File: src/hw/rtl/rdc_pkg.sv
// rdc_pkg: shared constants, types and helpers for the radix digit converter
// no dependencies; imported by rdc_datapath, rdc_ctrl and radix_digit_converter
package rdc_pkg;

  localparam int unsigned VALUE_BITS_DEF = 31;
  localparam int unsigned BASE_W         = 4;
  localparam int unsigned DIGIT_W        = 4;
  localparam int unsigned CHUNK          = 8;
  localparam logic [BASE_W-1:0] BASE_MIN = 4'd2;
  localparam logic [BASE_W-1:0] BASE_MAX = 4'd10;

  typedef struct packed {
    logic load;
    logic div_step;
    logic pop;
    logic err;
  } rdc_cmd_t;

  typedef struct packed {
    logic in_bad;
    logic in_zero;
    logic step_first;
    logic quot_zero;
    logic cnt_one;
    logic out_free;
  } rdc_stat_t;

  function automatic logic base_bad(input logic [BASE_W-1:0] b);
    return (b < BASE_MIN) || (b > BASE_MAX);
  endfunction

endpackage

File: src/hw/rtl/rdc_ram.sv
// rdc_ram: generic single-write, single-read ram with registered read data
// no dependencies
module rdc_ram #(
  parameter int unsigned WIDTH = 4,
  parameter int unsigned DEPTH = 31,
  localparam int unsigned AW   = (DEPTH > 1) ? $clog2(DEPTH) : 1
) (
  input  logic             clk,
  input  logic             wr_en,
  input  logic [AW-1:0]    wr_addr,
  input  logic [WIDTH-1:0] wr_data,
  input  logic             rd_en,
  input  logic [AW-1:0]    rd_addr,
  output logic [WIDTH-1:0] rd_data
);

  logic [WIDTH-1:0] mem [DEPTH];

  always_ff @(posedge clk) begin
    if (wr_en) begin
      mem[wr_addr] <= wr_data;
    end
    if (rd_en) begin
      rd_data <= mem[rd_addr];
    end
  end

endmodule

File: src/hw/rtl/rdc_datapath.sv
// rdc_datapath: chunked divider, digit stack and output register
// depends on rdc_pkg and rdc_ram
module rdc_datapath
  import rdc_pkg::*;
#(
  parameter int unsigned VALUE_BITS = VALUE_BITS_DEF
) (
  input  logic                  clk,
  input  logic                  rst,
  input  rdc_cmd_t              cmd,
  output rdc_stat_t             stat,
  input  logic [VALUE_BITS-1:0] in_value,
  input  logic [BASE_W-1:0]     in_base,
  input  logic                  out_ready,
  output logic                  out_valid,
  output logic [DIGIT_W-1:0]    out_digit,
  output logic                  out_last,
  output logic                  out_bad
);

  localparam int unsigned STEPS = (VALUE_BITS + CHUNK - 1) / CHUNK;
  localparam int unsigned W     = STEPS * CHUNK;
  localparam int unsigned SW    = (STEPS > 1) ? $clog2(STEPS) : 1;
  localparam int unsigned AW    = (VALUE_BITS > 1) ? $clog2(VALUE_BITS) : 1;
  localparam int unsigned CW    = $clog2(VALUE_BITS + 1);

  logic [W-1:0]       work;
  logic [W-1:0]       work_next;
  logic [BASE_W-1:0]  base;
  logic [DIGIT_W-1:0] rem;
  logic [DIGIT_W-1:0] rem_next;
  logic [SW-1:0]      step;
  logic [CW-1:0]      count;
  logic               last_step;
  logic               push;
  logic [DIGIT_W-1:0] ram_q;

  assign last_step = (step == SW'(STEPS - 1));
  assign push      = cmd.div_step && last_step;

  // restoring division of CHUNK quotient bits per cycle
  always_comb begin
    logic [DIGIT_W:0] t;
    logic [DIGIT_W-1:0] r;
    logic [CHUNK-1:0] qb;
    r  = rem;
    qb = '0;
    for (int i = 0; i < CHUNK; i++) begin
      t = {r, work[W-1-i]};
      if (t >= {1'b0, base}) begin
        qb[CHUNK-1-i] = 1'b1;
        t = t - {1'b0, base};
      end
      r = t[DIGIT_W-1:0];
    end
    rem_next  = r;
    work_next = (work << CHUNK) | W'(qb);
  end

  always_ff @(posedge clk) begin
    if (rst) begin
      step      <= '0;
      count     <= '0;
      out_valid <= 1'b0;
      out_bad   <= 1'b0;
      out_last  <= 1'b0;
    end else begin
      if (cmd.load) begin
        step  <= '0;
        count <= '0;
      end else if (cmd.div_step) begin
        step <= last_step ? '0 : step + SW'(1);
        if (last_step) begin
          count <= count + CW'(1);
        end
      end else if (cmd.pop) begin
        count <= count - CW'(1);
      end

      if (cmd.pop) begin
        out_valid <= 1'b1;
        out_bad   <= 1'b0;
        out_last  <= (count == CW'(1));
      end else if (cmd.err) begin
        out_valid <= 1'b1;
        out_bad   <= 1'b1;
        out_last  <= 1'b1;
      end else if (out_ready) begin
        out_valid <= 1'b0;
      end
    end
  end

  always_ff @(posedge clk) begin
    if (cmd.load) begin
      work <= W'(in_value);
      base <= in_base;
      rem  <= '0;
    end else if (cmd.div_step) begin
      work <= work_next;
      rem  <= last_step ? '0 : rem_next;
    end
  end

  rdc_ram #(
    .WIDTH(DIGIT_W),
    .DEPTH(VALUE_BITS)
  ) u_stack (
    .clk    (clk),
    .wr_en  (push),
    .wr_addr(count[AW-1:0]),
    .wr_data(rem_next),
    .rd_en  (cmd.pop),
    .rd_addr(AW'(count - CW'(1))),
    .rd_data(ram_q)
  );

  assign out_digit = out_bad ? '0 : ram_q;

  assign stat.in_bad     = base_bad(in_base);
  assign stat.in_zero    = (in_value == '0);
  assign stat.step_first = (step == '0);
  assign stat.quot_zero  = (work == '0);
  assign stat.cnt_one    = (count == CW'(1));
  assign stat.out_free   = !out_valid || out_ready;

endmodule

File: src/hw/rtl/rdc_ctrl.sv
// rdc_ctrl: sequencer for divide, pop and error phases
// depends on rdc_pkg
module rdc_ctrl
  import rdc_pkg::*;
(
  input  logic      clk,
  input  logic      rst,
  input  logic      in_valid,
  output logic      in_ready,
  input  rdc_stat_t stat,
  output rdc_cmd_t  cmd
);

  typedef enum logic [1:0] {
    ST_IDLE,
    ST_DIV,
    ST_EMIT,
    ST_ERR
  } state_t;

  state_t state;
  state_t state_next;

  assign in_ready = (state == ST_IDLE);

  always_comb begin
    cmd        = '0;
    state_next = state;
    case (state)
      ST_IDLE: begin
        if (in_valid) begin
          if (stat.in_bad) begin
            state_next = ST_ERR;
          end else if (!stat.in_zero) begin
            cmd.load   = 1'b1;
            state_next = ST_DIV;
          end
        end
      end
      ST_DIV: begin
        if (stat.step_first && stat.quot_zero) begin
          state_next = ST_EMIT;
        end else begin
          cmd.div_step = 1'b1;
        end
      end
      ST_EMIT: begin
        if (stat.out_free) begin
          cmd.pop = 1'b1;
          if (stat.cnt_one) begin
            state_next = ST_IDLE;
          end
        end
      end
      ST_ERR: begin
        if (stat.out_free) begin
          cmd.err    = 1'b1;
          state_next = ST_IDLE;
        end
      end
      default: begin
        state_next = ST_IDLE;
      end
    endcase
  end

  always_ff @(posedge clk) begin
    if (rst) begin
      state <= ST_IDLE;
    end else begin
      state <= state_next;
    end
  end

endmodule

File: src/hw/rtl/radix_digit_converter.sv
// radix_digit_converter: top level, converts a value to base 2..10 digits
// depends on rdc_pkg, rdc_ctrl, rdc_datapath
//
// input stream s_*: one transfer carries a value and a target base.
// output stream m_*: one transfer per digit, most significant first,
// m_tlast on the final digit. a zero value gives no transfer at all.
// a base outside 2..10 gives one transfer with digit 0, m_tlast and
// m_tuser set.
// each division by the base runs on one shared divider that retires
// 8 quotient bits per cycle. an item is divided in full before output
// starts; its digits then leave the digit stack ram one digit per
// cycle while m_tready stays high.
// s_tready is high only between items; the next item may enter while
// the final digit of the previous one is still held on m_*.
// when m_tready is low the current digit holds and output stops; no
// digit is lost. rst (synchronous) returns the block to idle with the
// output stream empty.
module radix_digit_converter
  import rdc_pkg::*;
#(
  parameter int unsigned VALUE_BITS = VALUE_BITS_DEF,
  localparam int unsigned IN_W      = ((VALUE_BITS + BASE_W + 7) / 8) * 8,
  localparam int unsigned OUT_W     = ((DIGIT_W + 7) / 8) * 8
) (
  input  logic             clk,
  input  logic             rst,
  input  logic             s_tvalid,
  output logic             s_tready,
  input  logic [IN_W-1:0]  s_tdata,   // value, base, zero fill
  output logic             m_tvalid,
  input  logic             m_tready,
  output logic [OUT_W-1:0] m_tdata,   // digit, zero fill
  output logic             m_tlast,
  output logic             m_tuser    // bad_base
);

  rdc_cmd_t           cmd;
  rdc_stat_t          stat;
  logic [DIGIT_W-1:0] digit;
  logic [BASE_W-1:0]  in_base;

  assign in_base = s_tdata[VALUE_BITS +: BASE_W];

  rdc_ctrl u_ctrl (
    .clk     (clk),
    .rst     (rst),
    .in_valid(s_tvalid),
    .in_ready(s_tready),
    .stat    (stat),
    .cmd     (cmd)
  );

  rdc_datapath #(
    .VALUE_BITS(VALUE_BITS)
  ) u_dp (
    .clk      (clk),
    .rst      (rst),
    .cmd      (cmd),
    .stat     (stat),
    .in_value (s_tdata[VALUE_BITS-1:0]),
    .in_base  (in_base),
    .out_ready(m_tready),
    .out_valid(m_tvalid),
    .out_digit(digit),
    .out_last (m_tlast),
    .out_bad  (m_tuser)
  );

  assign m_tdata = OUT_W'(digit);

  a_bad_is_last: assert property (@(posedge clk) disable iff (rst)
    m_tvalid && m_tuser |-> m_tlast && (digit == '0))
    else $error("error result without last or with nonzero digit");

  a_err_blocks_input: assert property (@(posedge clk) disable iff (rst)
    s_tvalid && s_tready && base_bad(in_base) |=> !s_tready)
    else $error("input taken while error result pending");

  a_digits_back_to_back: assert property (@(posedge clk) disable iff (rst)
    m_tvalid && m_tready && !m_tlast |=> m_tvalid && !m_tuser)
    else $error("gap inside a digit run");

  a_no_input_mid_run: assert property (@(posedge clk) disable iff (rst)
    m_tvalid && !m_tlast |-> !s_tready)
    else $error("input ready while digits remain");

endmodule
File: config.mk
export PLATFORM = sky130hd
export DESIGN_NAME = radix_digit_converter
export DESIGN_NICKNAME = d
export VERILOG_FILES = /design/src/hw/rtl/rdc_pkg.sv /design/src/hw/rtl/rdc_ram.sv /design/src/hw/rtl/rdc_datapath.sv /design/src/hw/rtl/rdc_ctrl.sv /design/src/hw/rtl/radix_digit_converter.sv
export SDC_FILE = /design/constraint.sdc
export NUM_CORES = 1
export LEC_CHECK = 0
export BUFFER_PORTS_ARGS = -buffer_cell sky130_fd_sc_hd__buf_4
export CAP_MARGIN = 0
export CORE_ASPECT_RATIO = 1.2
export CORE_UTILIZATION = 55
export CTS_CLUSTER_DIAMETER = 120
export DETAILED_ROUTE_END_ITERATION = 12
export HOLD_SLACK_MARGIN = 0.12
export PLACE_DENSITY = 0.81
export SYNTH_ARGS = -nofsm -noshare
export SYNTH_HDL_FRONTEND = slang
export SYNTH_SLANG_ARGS = --single-unit
File: constraint.sdc
create_clock -name clk -period 14.3 [get_ports clk]
set_input_delay 1.43 -clock clk [delete_from_list [all_inputs] [get_ports clk]]
set_output_delay 1.43 -clock clk [all_outputs]
set_load 0.05 [all_outputs]
==> Word level (Yosys, flattened, before mapping) <==
Memory sizes are Yosys's and may differ from the RTL's. A register that Yosys moved wholly into a read port is not among the register bits.
Cells that the tools add are included.
{ "word_totals": {"ff_bits": 52, "mem_bits_rw": 124, "output_inout_bits": 12, "in_bits": 44, "memories": 1} }
{ "classes": {"n_lt_le_gt_ge": 10, "mux": 48, "reduce_logical": 17, "eq_ne": 12, "addsub": 11, "n_bitwise": 1} }
{ "mem_list": {"columns": ["name", "depth", "word_bits", "rd", "rd_clocked_by_memory_dff", "write_ports", "line", "text"], "rows": [
  ["u_dp.u_stack.mem", 31, 4, 1, 1, 1, "rdc_ram.sv:17", "logic [WIDTH-1:0] mem [DEPTH];"]
]} }
{ "ops": {"columns": ["op", "n"], "rows": [
  ["$mux W31", 2],
  ["$ge A5 B4 Y1", 8],
  ["$mux W4", 10],
  ["$logic_not A32 Y1", 1],
  ["$or A32 B8 Y32", 1],
  ["$sub A4 B4 Y4", 8],
  ["$logic_not A31 Y1", 1],
  ["$mux W1", 24],
  ["$mux W2", 8],
  ["$mux W5", 3],
  ["$ne A2 B2 Y1 const B", 5],
  ["$pmux W2 S4", 1],
  ["$eq A2 B2 Y1 const B", 3],
  ["$reduce_and A6 Y1", 1],
  ["$reduce_bool A2 Y1", 3],
  ["$add A5 B1 Y5 const B", 1],
  ["$eq A5 B1 Y1 const B", 1],
  ["$sub A5 B1 Y5 const B", 1],
  ["$gt A4 B4 Y1 const B", 1],
  ["$logic_not A2 Y1", 2],
  ["$lt A4 B2 Y1 const B", 1],
  ["$reduce_or A2 Y1", 2],
  ["$ne A3 B3 Y1 const B", 1],
  ["$reduce_bool A3 Y1", 1],
  ["other kinds (7)", 9]
]} }

==> Depth between registers and ports, before layout <==
Gate-level depths: netlist of run 1.
{ "depth": {"ltp_word": 19, "depth_mapped": 64, "ltp_nobuf": 64} }

==> By module <==
Synthesis of run 1 repeated with hierarchy kept, for this count alone.
{ "hier_totals": {"hier_cells": 714, "area_unflattened_um2": 9499.1} }
{ "by_module_without_submodules": {"columns": ["module", "cells_each", "area_per_inst_um2", "instances"], "rows": [
  ["rdc_ram", 285, 5163.7, 1],
  ["rdc_datapath", 405, 4169.0, 1],
  ["rdc_ctrl", 19, 132.6, 1],
  ["radix_digit_converter", 5, 33.8, 1]
]} }

==> Worst setup path before layout of run 1 <==
OpenSTA, ideal clock, no wires.
{ "synth_timing": {"path_kind": "reg-to-reg", "startpoint": "reg u_dp.base[1]", "endpoint": "mem u_dp.u_stack.mem[0][0], data pin", "period_less_slack_ns": 13.282, "path_stages_with_launch": 61, "arrival_time_ns": 13.001, "t_required_ns": 14.019, "path_slack_ns": 1.018, "setup_time_ns": 0.281, "path_buffers": 0, "cell_sequence": "edfxtp_1 -> inv_1 -> ha_1 -> or4_4 -> a21oi_4 -> nor2_2 -> o21ai_0 -> inv_1 -> ha_1 -> a2111oi_0 -> o32a_1 -> and3_1 -> mux2i_1 -> ha_1 -> o21ai_0 -> o21bai_1 -> a211oi_4 -> mux2_2 -> [25 not listed] -> inv_1 -> ha_1 -> a21boi_0 -> o21ai_0 -> nand2b_1 -> a21oi_1 -> o41ai_1 -> a211oi_4 -> nor2_1 -> a21oi_1 -> ha_1 -> o21ai_0 -> nand2b_1 -> a21o_1 -> a21oi_1 -> inv_1 -> o21ai_1 -> and2_1"} }
{ "synth_via": {"elab_chain_len": 16, "word_cells_on_any_way": 23, "classes_between": "add/sub (7); order compare (8); mux (8)"} }
{ "synth_lines": {"columns": ["item", "line", "text"], "rows": [
  ["from (decl)", "rdc_datapath.sv:29", "logic [BASE_W-1:0] base;"],
  ["from (signal assigned)", "rdc_datapath.sv:97", "base <= in_base;"],
  ["$sub A4 B4 Y4 / $ge A5 B4 Y1 (equally long branches)", "rdc_datapath.sv:52, rdc_datapath.sv:50", null],
  ["$mux W4", "rdc_datapath.sv:50", "if (t >= {1'b0, base}) begin"],
  ["$sub A4 B4 Y4 / $ge A5 B4 Y1 (equally long branches)", "rdc_datapath.sv:52, rdc_datapath.sv:50", null],
  ["$mux W4", "rdc_datapath.sv:50", null],
  ["$sub A4 B4 Y4 / $ge A5 B4 Y1 (equally long branches)", "rdc_datapath.sv:52, rdc_datapath.sv:50", null],
  ["$mux W4", "rdc_datapath.sv:50", null],
  ["$ge A5 B4 Y1 / $sub A4 B4 Y4 (equally long branches)", "rdc_datapath.sv:50, rdc_datapath.sv:52", null],
  ["$mux W4", "rdc_datapath.sv:50", null],
  ["$sub A4 B4 Y4 / $ge A5 B4 Y1 (equally long branches)", "rdc_datapath.sv:52, rdc_datapath.sv:50", null],
  ["$mux W4", "rdc_datapath.sv:50", null],
  ["$sub A4 B4 Y4 / $ge A5 B4 Y1 (equally long branches)", "rdc_datapath.sv:52, rdc_datapath.sv:50", null],
  ["$mux W4", "rdc_datapath.sv:50", null],
  ["$sub A4 B4 Y4 / $ge A5 B4 Y1 (equally long branches)", "rdc_datapath.sv:52, rdc_datapath.sv:50", null],
  ["$mux W4", "rdc_datapath.sv:50", null],
  ["$ge A5 B4 Y1 (*)", "rdc_datapath.sv:50", null],
  ["$mux W4 (*)", "rdc_datapath.sv:50", null],
  ["via u_dp.rem_next[0]", "rdc_datapath.sv:31", "logic [DIGIT_W-1:0] rem_next;"],
  ["to (decl)", "rdc_ram.sv:17", null]
]} }
The timed path passes the listed nets; every way through them passes the cells marked *.

==> Worst setup path after layout of run 1 <==
{ "layout_timing": {"startpoint": "reg u_dp.base[3]", "endpoint": "mem u_dp.u_stack.mem[30][2], data pin"} }
{ "layout_via": {"elab_chain_len": 16, "word_cells_on_any_way": 24, "classes_between": "add/sub (8); order compare (8); mux (8)"} }
{ "layout_lines": {"columns": ["item", "line"], "rows": [
  ["$sub A4 B4 Y4 / $ge A5 B4 Y1 (equally long branches)", "rdc_datapath.sv:52, rdc_datapath.sv:50"],
  ["$mux W4", "rdc_datapath.sv:50"],
  ["$ge A5 B4 Y1 / $sub A4 B4 Y4 (equally long branches)", "rdc_datapath.sv:50, rdc_datapath.sv:52"],
  ["$mux W4", "rdc_datapath.sv:50"],
  ["$sub A4 B4 Y4 / $ge A5 B4 Y1 (equally long branches)", "rdc_datapath.sv:52, rdc_datapath.sv:50"],
  ["$mux W4", "rdc_datapath.sv:50"],
  ["$sub A4 B4 Y4 / $ge A5 B4 Y1 (equally long branches)", "rdc_datapath.sv:52, rdc_datapath.sv:50"],
  ["$mux W4", "rdc_datapath.sv:50"],
  ["$sub A4 B4 Y4 / $ge A5 B4 Y1 (equally long branches)", "rdc_datapath.sv:52, rdc_datapath.sv:50"],
  ["$mux W4", "rdc_datapath.sv:50"],
  ["$ge A5 B4 Y1 / $sub A4 B4 Y4 (equally long branches)", "rdc_datapath.sv:50, rdc_datapath.sv:52"],
  ["$mux W4", "rdc_datapath.sv:50"],
  ["$sub A4 B4 Y4 / $ge A5 B4 Y1 (equally long branches)", "rdc_datapath.sv:52, rdc_datapath.sv:50"],
  ["$mux W4", "rdc_datapath.sv:50"],
  ["$sub A4 B4 Y4 / $ge A5 B4 Y1 (equally long branches)", "rdc_datapath.sv:52, rdc_datapath.sv:50"],
  ["$mux W4 (*)", "rdc_datapath.sv:50"],
  ["via u_dp.rem_next[2]", "rdc_datapath.sv:31"]
]} }
Marked as above.

==> results.cfg, run 1 <==
[cts]
cts_tree = yes
post_cts_resized = 0
cts_htree_levels = 4
clk_pin_slew_ns = 0.07
hold_buffers = 0
clkLatencyLatePin_ns = 0.43
cts_root_buf = clkbuf_16
cts_setup_buffers = 0
clkSinkCount = 180
clock_path_buffers = 2
cts_buffers = 17

[logic_synthesis]
ys_seq_area_share_pct = 56.4
ys_types = 67
ys_async_sr_fraction_pct = 0
synthCells = 716
syn-cell-area_sq_um = 9280
ys.flop_type = edfxtp_1
yosys_register_bits = 180
ys_warn_count = 0
synth_edf_count = 163
synth.avg_cell_area_sq_um = 13.0

[timing]
min_period_over_period_pct = 93.5
fin_crit_ns = 13.37
slew_headroom_pct = 23.1
final-hold-violation-count = 0
max_freq_mhz = 74.8
drv_slew = 0
timing.setup.tns_ns = 0
rsz0062_at_grt = no
worst_pin_slew_ns = 1.15
setup-violations-final = 0
skew_ns = 0.0136

[die]
core-area_sq_um = 16300
num_rows = 51
start_util_pct = 56.8
die-area_sq_um = 17400
die_h_microns = 144
top_level_ports = 56
die_w_microns = 121

[final_layout]
drive_above_1_share_pct = 20.9
num-fill-cells = 1171
final_common_cell = edfxtp_1
antennaDiodeCount = 0
nets = 865
final_cell_mix = edfxtp_1, nand2_1, nor2_1
layout-area-overhead-vs-synth_pct = 13.0

[detailed_routing]
firstDrtPassIters = 5
drt-initial-drc-count = 740
ant_nets = 0
vias_per_cell = 6.11
routed_wl_microns = 20700
post-route-drc-count = 0
vias = 6089
drt-wirelength-per-cell_microns = 20.7

[grt]
track_usage_pct = 24.7
gr-usage-met2_pct = 42.8
grt_overflow = 0
grt_pass1_vias = 6136
top_usage_layer = met2
grt_max_degree = 40
antenna_found_initial = 0
use_met1_pct = 29.3
grt_pass1_wl_microns = 31500
globalRouteMet3Util_pct = 5.24

[critical_path]
setup.worst_path.class = flop to flop
cp_max_fo = 31
worst_setup_path_start_kind = flop
required_ns = 14.44
path_buf_inv = 8
cp-end-kind = flop
max_stage_delay_ns = 0.54
slowest_stage = or4_4
cp_top_family = compound AO/OA/AOI/OAI gates
crit_path_frequent_cell = ha_1
cp.arrival_ns = 13.51

[min_path]
min_path_type = flop to flop

[job]
maxCapViolations = 0

[place]
place_hpwl_microns = 14400
io_buffers = 46
place.gp.congestion = 0.917

[run_status]
status = completed
## stage by stage
stage               std cells  setup WS, ns  hold WS, ns  instance area, sq um  util [%]
global placement          967         0.693        0.493                  9910      60.7
detailed placement        967         0.230        0.493                  9910      60.7
global route              997        0.0831        0.534                 10500      64.2
finish                    997         0.929        0.505                 10500      64.2
floorplan                 719          1.02        0.464                  9290         -
CTS                       997         0.147        0.504                 10400      63.9
## worst reg2reg max path, delay by kind of cell, from the launching register on
kind	cells	cell delay [ns]
mux	8	2.97
compound gates	26	4.84
buf+inv	8	1.24
fa+ha+maj	8	2.29
flops	1	0.33
simple gates	9	1.42
## worst paths after layout
path,to,cells past startpoint,slack (ns),start
min,u_dp.rem[2],2,0.51,u_dp.rem[2]
max reg2reg,u_dp.u_stack.mem[30][2],59,0.93,u_dp.base[3]
max,u_dp.u_stack.mem[30][2],59,0.93,u_dp.base[3]
min reg2reg,u_dp.rem[2],2,0.51,u_dp.rem[2]
## kinds of logic after synthesis
kind of cell	share of synthesized area [%]
AND/OR/NAND/NOR	12.2
flip-flops	56.4
AO/OA/AOI/OAI	7.20
multiplexers	12.9
buffers and inverters	2.51
adder cells (fa/ha/maj)	6.98
XOR/XNOR	1.79
other	0.0404
## Yosys cell counts (all sizes together), types with 2 or more instances
library cell  instances  area share, %
a21oi                32            1.8
o21ai                21            1.1
nor3                  9           0.54
o31ai                 2           0.16
nor2                 70            2.9
xnor2                13            1.2
nand2b               13           0.88
nor2b                 7           0.47
and2                  6           0.40
inv                  32            1.3
nor4                 14           0.94
nand4                 7           0.47
and3                  4           0.28
mux4                 36            8.7
mux2                 16            2.1
nand3b                4           0.32
fa                    8            1.7
buf                   8           0.49
or3b                  3           0.28
clkbuf               17           0.69
a21o                 10           0.81
nand3                 8           0.43
dfxtp                17            3.7
o21a                  4           0.32
a32o                  2           0.22
mux2i                19            2.1
a221oi                2           0.38
nand2                93            3.8
a31oi                 2           0.13
o211ai                4           0.32
xor2                  6           0.57
or4                   2           0.20
a211oi                4           0.59
ha                   39            5.3
or3                   2           0.13
edfxtp              163             53
## cell type report
type	instances	area, sq um	area share [%]
sequential	180	5240	49.9
clock buffer	17	425	4.06
inverter	33	124	1.18
multi-input combinational	481	3870	36.9
tap	212	265	2.53
timing repair buffer	61	458	4.37
clock inverter	13	109	1.04
## state kept, by name, indices dropped and copies added, names as in the netlist, 2 cells and up
| name | count |
|---|---|
| u_dp.base | 4 |
| u_dp.rem | 4 |
| u_dp.u_stack.rd_data | 4 |
| u_dp.u_stack.mem | 124 |
| u_dp.count | 5 |
| u_ctrl.state | 2 |
| u_dp.step | 2 |
| u_dp.work | 32 |
## layer usage
metal  vias up  wire [microns]
met3        42            1390
met2       274           10700
met5         -               0
li1       2783               -
met1      2990            7950
met4         0             634
Power of run 1 is not shown: default switching activity piles up to over one toggle a cycle in this logic, so the estimate is an artifact.
==> run 2: changes to the inputs <==
Settings changed: ABC_AREA set to 1.
==> results.cfg, run 2 <==
[timing]
worst_pin_slew_ns = 1.16
finalHoldWorstSlack_ns = 0.477
min_period_over_period_pct = 91.9
fin_ws_ns = 1.16
final-hold-violation-count = 0
timing.setup.tns_ns = 0
max_freq_mhz = 76.1
drv_slew = 0
slew_headroom_pct = 22.9
setup-violations-final = 0
skew_ns = 0.00929
fin_crit_ns = 13.14

[critical_path]
cp.arrival_ns = 13.27
cp_max_fo = 32
worst_setup_path_start_kind = flop
rr_worst_depth = 73
max_stage_delay_ns = 0.53
slowest_stage = edfxtp_1
required_ns = 14.44
setup.worst_path.class = flop to flop
cp-end-kind = flop
crit_path_frequent_cell = nand2_1

[grt]
track_usage_pct = 26.0
grt_pass1_vias = 7192
grt_overflow = 0
antenna_found_initial = 0
grt_max_degree = 65
grt_pass1_wl_microns = 35200

[die]
top_level_ports = 56
start_util_pct = 56.3
die_h_microns = 146
die-area_sq_um = 17900
num_rows = 52
die_w_microns = 122
core-area_sq_um = 16900

[cts]
clkSinkCount = 180
cts_htree_levels = 4
clock_path_buffers = 2
cts_buffers = 17
clkLatencyLatePin_ns = 0.44
cts_tree = yes
clk_pin_slew_ns = 0.07
hold_buffers = 0
cts_root_buf = clkbuf_16

[final_layout]
drive_above_1_share_pct = 12.4
layout-area-overhead-vs-synth_pct = 12.4
reg_top3 = u_dp.u_stack.mem x124, u_dp.work x32, u_dp.count x5
final_common_cell = edfxtp_1
final_cell_mix = edfxtp_1, nand2_1, nor2_1
antennaDiodeCount = 0
largest_reg_flops = 124
num-fill-cells = 1373
nets = 1115
top_register = u_dp.u_stack.mem

[logic_synthesis]
synthCells = 978
ys_types = 44
ys_warn_count = 0
ys_async_sr_fraction_pct = 0
ys.flop_type = edfxtp_1
synth_edf_count = 163
ys_seq_area_share_pct = 54.9
yosysTopAreaCell = edfxtp_1
synth_commonest_cells = edfxtp_1, nand2_1, nor2_1, inv_1, o21ai_0
synth_area_leaders = edfxtp_1, nand2_1, nor2_1
yosysMostFrequentCell = edfxtp_1
yosys_register_bits = 180
synth.avg_cell_area_sq_um = 9.74
synth_top_area_share_pct = 51.4
syn-cell-area_sq_um = 9530

[place]
pre_cts_slack_ns = 0.862
place.gp.congestion = 0.905
io_buffers = 46
place_hpwl_microns = 14700

[detailed_routing]
ant_nets = 0
drt-wirelength-per-cell_microns = 17.6
vias = 7293
post-route-drc-count = 0
drt-initial-drc-count = 776
vias_per_cell = 5.82
routed_wl_microns = 22100
firstDrtPassIters = 6

[min_path]
min_path_type = flop to flop
min_path_cells = 2

[job]
maxCapViolations = 0

[run_status]
status = completed
[run 2: cell count changes in the layout (fill, tap and decap cells not counted), moves of 16 or more]
cell / previous run / this run
nor2_1: 69 / 153
mux4_2: 36 / 0
o21ai_0: 16 / 92
inv_1: 31 / 98
nand2_1: 92 / 156
nand3_1: 8 / 37
o22ai_1: 1 / 17
[run 2: kinds of logic (layout without fill, tap and decap cells)]
kind of cell | count (synthesis) | in the layout | synth area share (%)
AOI/OAI and AO/OA | 179 | 179 | 11.0
xor gates and xnor gates | 15 | 15 | 1.38
adders and majority gates | 47 | 47 | 6.80
buffers and inverters | 137 | 193 | 5.55
DFF | 180 | 180 | 54.9
other | 1 | 4 | 0.0394
and+or+nand+nor | 419 | 419 | 20.2
[run 2: layout make-up]
cell class | instances | area, sq um | share of cell area [%]
inverters | 103 | 387 | 3.61
clock inverters | 15 | 181 | 1.69
clock buffers | 17 | 425 | 3.97
repair buffers | 58 | 435 | 4.06
flip-flops and latches | 180 | 5240 | 48.9
well taps | 216 | 270 | 2.52
multi-input cells | 664 | 3780 | 35.3
[run 2: worst paths after layout]
kind	from	end	slack (ns)
max	u_dp.base[1]	u_dp.u_stack.mem[3][2]	1.16
min	u_dp.rem[3]	u_dp.rem[3]	0.48
max reg2reg	u_dp.base[1]	u_dp.u_stack.mem[3][2]	1.16
min reg2reg	u_dp.rem[3]	u_dp.rem[3]	0.48
[run 2: metrics by stage]
| stage | utilization (%) | instances | instance area [sq um] |
|---|---|---|---|
| after global placement | 59.5 | 1215 | 10100 |
| after floorplan | - | 981 | 9540 |
| after detailed placement | 59.5 | 1215 | 10100 |
| after CTS | 63.1 | 1247 | 10700 |
| final | 63.3 | 1253 | 10700 |
| after global routing | 63.3 | 1253 | 10700 |
[run 2: what timing repair did]
item,in CTS,in global routing
resized for setup,0,1
endpoints found under the setup margin,0,125
setup buffers,0,6
[run 2: metal layers]
| layer | track usage, % | share of wire, % |
|---|---|---|
| met1 | 30.9 | 38 |
| met2 | 43.4 | 50 |
| met3 | 5.51 | 6.7 |
| met4 | 14.2 | 4.4 |
| met5 | 0 | 0 |
[run 2: critical path, delay by kind of cell (launching register included)]
family,cells,cell delay (ns)
and+or+nand+nor,41,6.22
buffers and inverters,10,1.20
DFF,1,0.53
AOI/OAI and AO/OA,14,2.53
adders and majority gates,8,2.29
Power of run 2 is left out for the same reason.
==> run 3: changes to the inputs <==
Settings changed: ABC_AREA 1 to not set, SLEW_MARGIN set to 20.
==> results.cfg, run 3 (same netlist as run 1, synthesis figures left out) <==
[final_layout]
design_area_sq_um = 10500
reg_top3 = u_dp.u_stack.mem x124, u_dp.work x32, u_dp.count x5
largest_reg_flops = 124
stdcell_count = 997
antennaDiodeCount = 0
final_cell_mix = edfxtp_1, nand2_1, nor2_1
layout-area-overhead-vs-synth_pct = 13.0
nets = 865
drive_above_1_share_pct = 21.0
top_register = u_dp.u_stack.mem
final_common_cell = edfxtp_1

[timing]
timing.setup.tns_ns = 0
final-hold-violation-count = 0
drv_slew = 0
skew_ns = 0.0114
rsz0062_at_grt = no
min_period_over_period_pct = 93.4
max_freq_mhz = 74.9
setup-violations-final = 0
slew_headroom_pct = 41.5
fin_crit_ns = 13.36
worst_pin_slew_ns = 0.871

[grt]
grt_overflow = 0
track_usage_pct = 24.7
grt_pass1_wl_microns = 31500
grt_max_degree = 40
globalRouteMet3Util_pct = 5.24
top_usage_layer = met2
antenna_found_initial = 0
gr-usage-met2_pct = 42.8
grt_pass1_vias = 6136
use_met1_pct = 29.3

[die]
die_h_microns = 144
top_level_ports = 56
core-area_sq_um = 16300
die-area_sq_um = 17400
start_util_pct = 56.8
die_w_microns = 121
num_rows = 51

[cts]
hold_buffers = 0
cts_buffers = 17
clkSinkCount = 180
clock_path_buffers = 2
clk_pin_slew_ns = 0.06
clkLatencyLatePin_ns = 0.43
cts_htree_levels = 4
cts_root_buf = clkbuf_16
cts_tree = yes

[detailed_routing]
vias = 6106
ant_nets = 0
firstDrtPassIters = 5
drt-wirelength-per-cell_microns = 20.7
vias_per_cell = 6.12
drt-initial-drc-count = 706
routed_wl_microns = 20600
post-route-drc-count = 0

[critical_path]
max_stage_delay_ns = 0.54
cp.arrival_ns = 13.57
setup.worst_path.class = flop to flop
slowest_stage = or4_4
cp_max_fo = 31
required_ns = 14.51
crit_path_frequent_cell = ha_1
cp-end-kind = flop
worst_setup_path_start_kind = flop

[place]
placed_cell_area_sq_um = 9910
dpl.cell_count = 967
place.gp.congestion = 0.917
place_hpwl_microns = 14400
io_buffers = 46

[job]
maxCapViolations = 0

[run_status]
status = completed

[min_path]
min_path_type = flop to flop
==> run 3: changes by cell type in the layout (fill, tap and decap cells not counted), sizes merged, moves of 13 or more <==
cell	delta
o22ai	-16
nand2	-76
nand3	-40
mux2i	+19
nor2	-92
nand2b	+13
mux2	+16
inv	-68
o21ai	-76
a21oi	+15
mux4	+36
==> run 3: through the flow <==
step / hold WS (ns) / setup slack [ns] / util [%]
finish: 0.506 / 0.942 / 64.2
global route: 0.534 / 0.0831 / 64.2
CTS: 0.504 / 0.147 / 63.9
detailed placement: 0.493 / 0.230 / 60.7
global placement: 0.493 / 0.693 / 60.7
floorplan: 0.464 / 1.02 / -
==> run 3: cell type report <==
cell class / count / area (sq um)
Clock buffer: 17 / 425
Multi-Input combinational cell: 481 / 3870
Sequential cell: 180 / 5240
Clock inverter: 13 / 109
Tap cell: 212 / 265
Timing Repair Buffer: 61 / 458
Inverter: 33 / 124
Fill cell: 1171 / 5850
==> run 3: per-layer routing <==
layer	routed length, microns	vias to the layer above
met5	0	-
met4	643	0
met3	1470	45
met2	10700	278
met1	7780	3002
li1	-	2781
==> run 3: critical path, delay by kind of cell (launching register included) <==
kind | cells | cell delay, ns
compound gates | 27 | 4.99
fa+ha+maj | 8 | 2.29
flops | 1 | 0.33
buf+inv | 9 | 1.40
simple gates | 9 | 1.50
mux | 7 | 2.63
==> run 3: final timing paths <==
path,from,slack (ns),to,depth (start not counted)
hold / removal,u_dp.rem[2],0.51,u_dp.rem[2],2
setup / recovery,u_dp.base[3],0.94,u_dp.u_stack.mem[2][0],60
setup reg to reg,u_dp.base[3],0.94,u_dp.u_stack.mem[2][0],60
hold reg to reg,u_dp.rem[2],0.51,u_dp.rem[2],2
==> run 3: what timing repair did <==
item                                    4_1_cts  5_1_grt
gates resized for setup                       0       12
buffers inserted                              0        0
endpoints found under the setup margin        0      129
Power of run 3 is left out for the same reason.
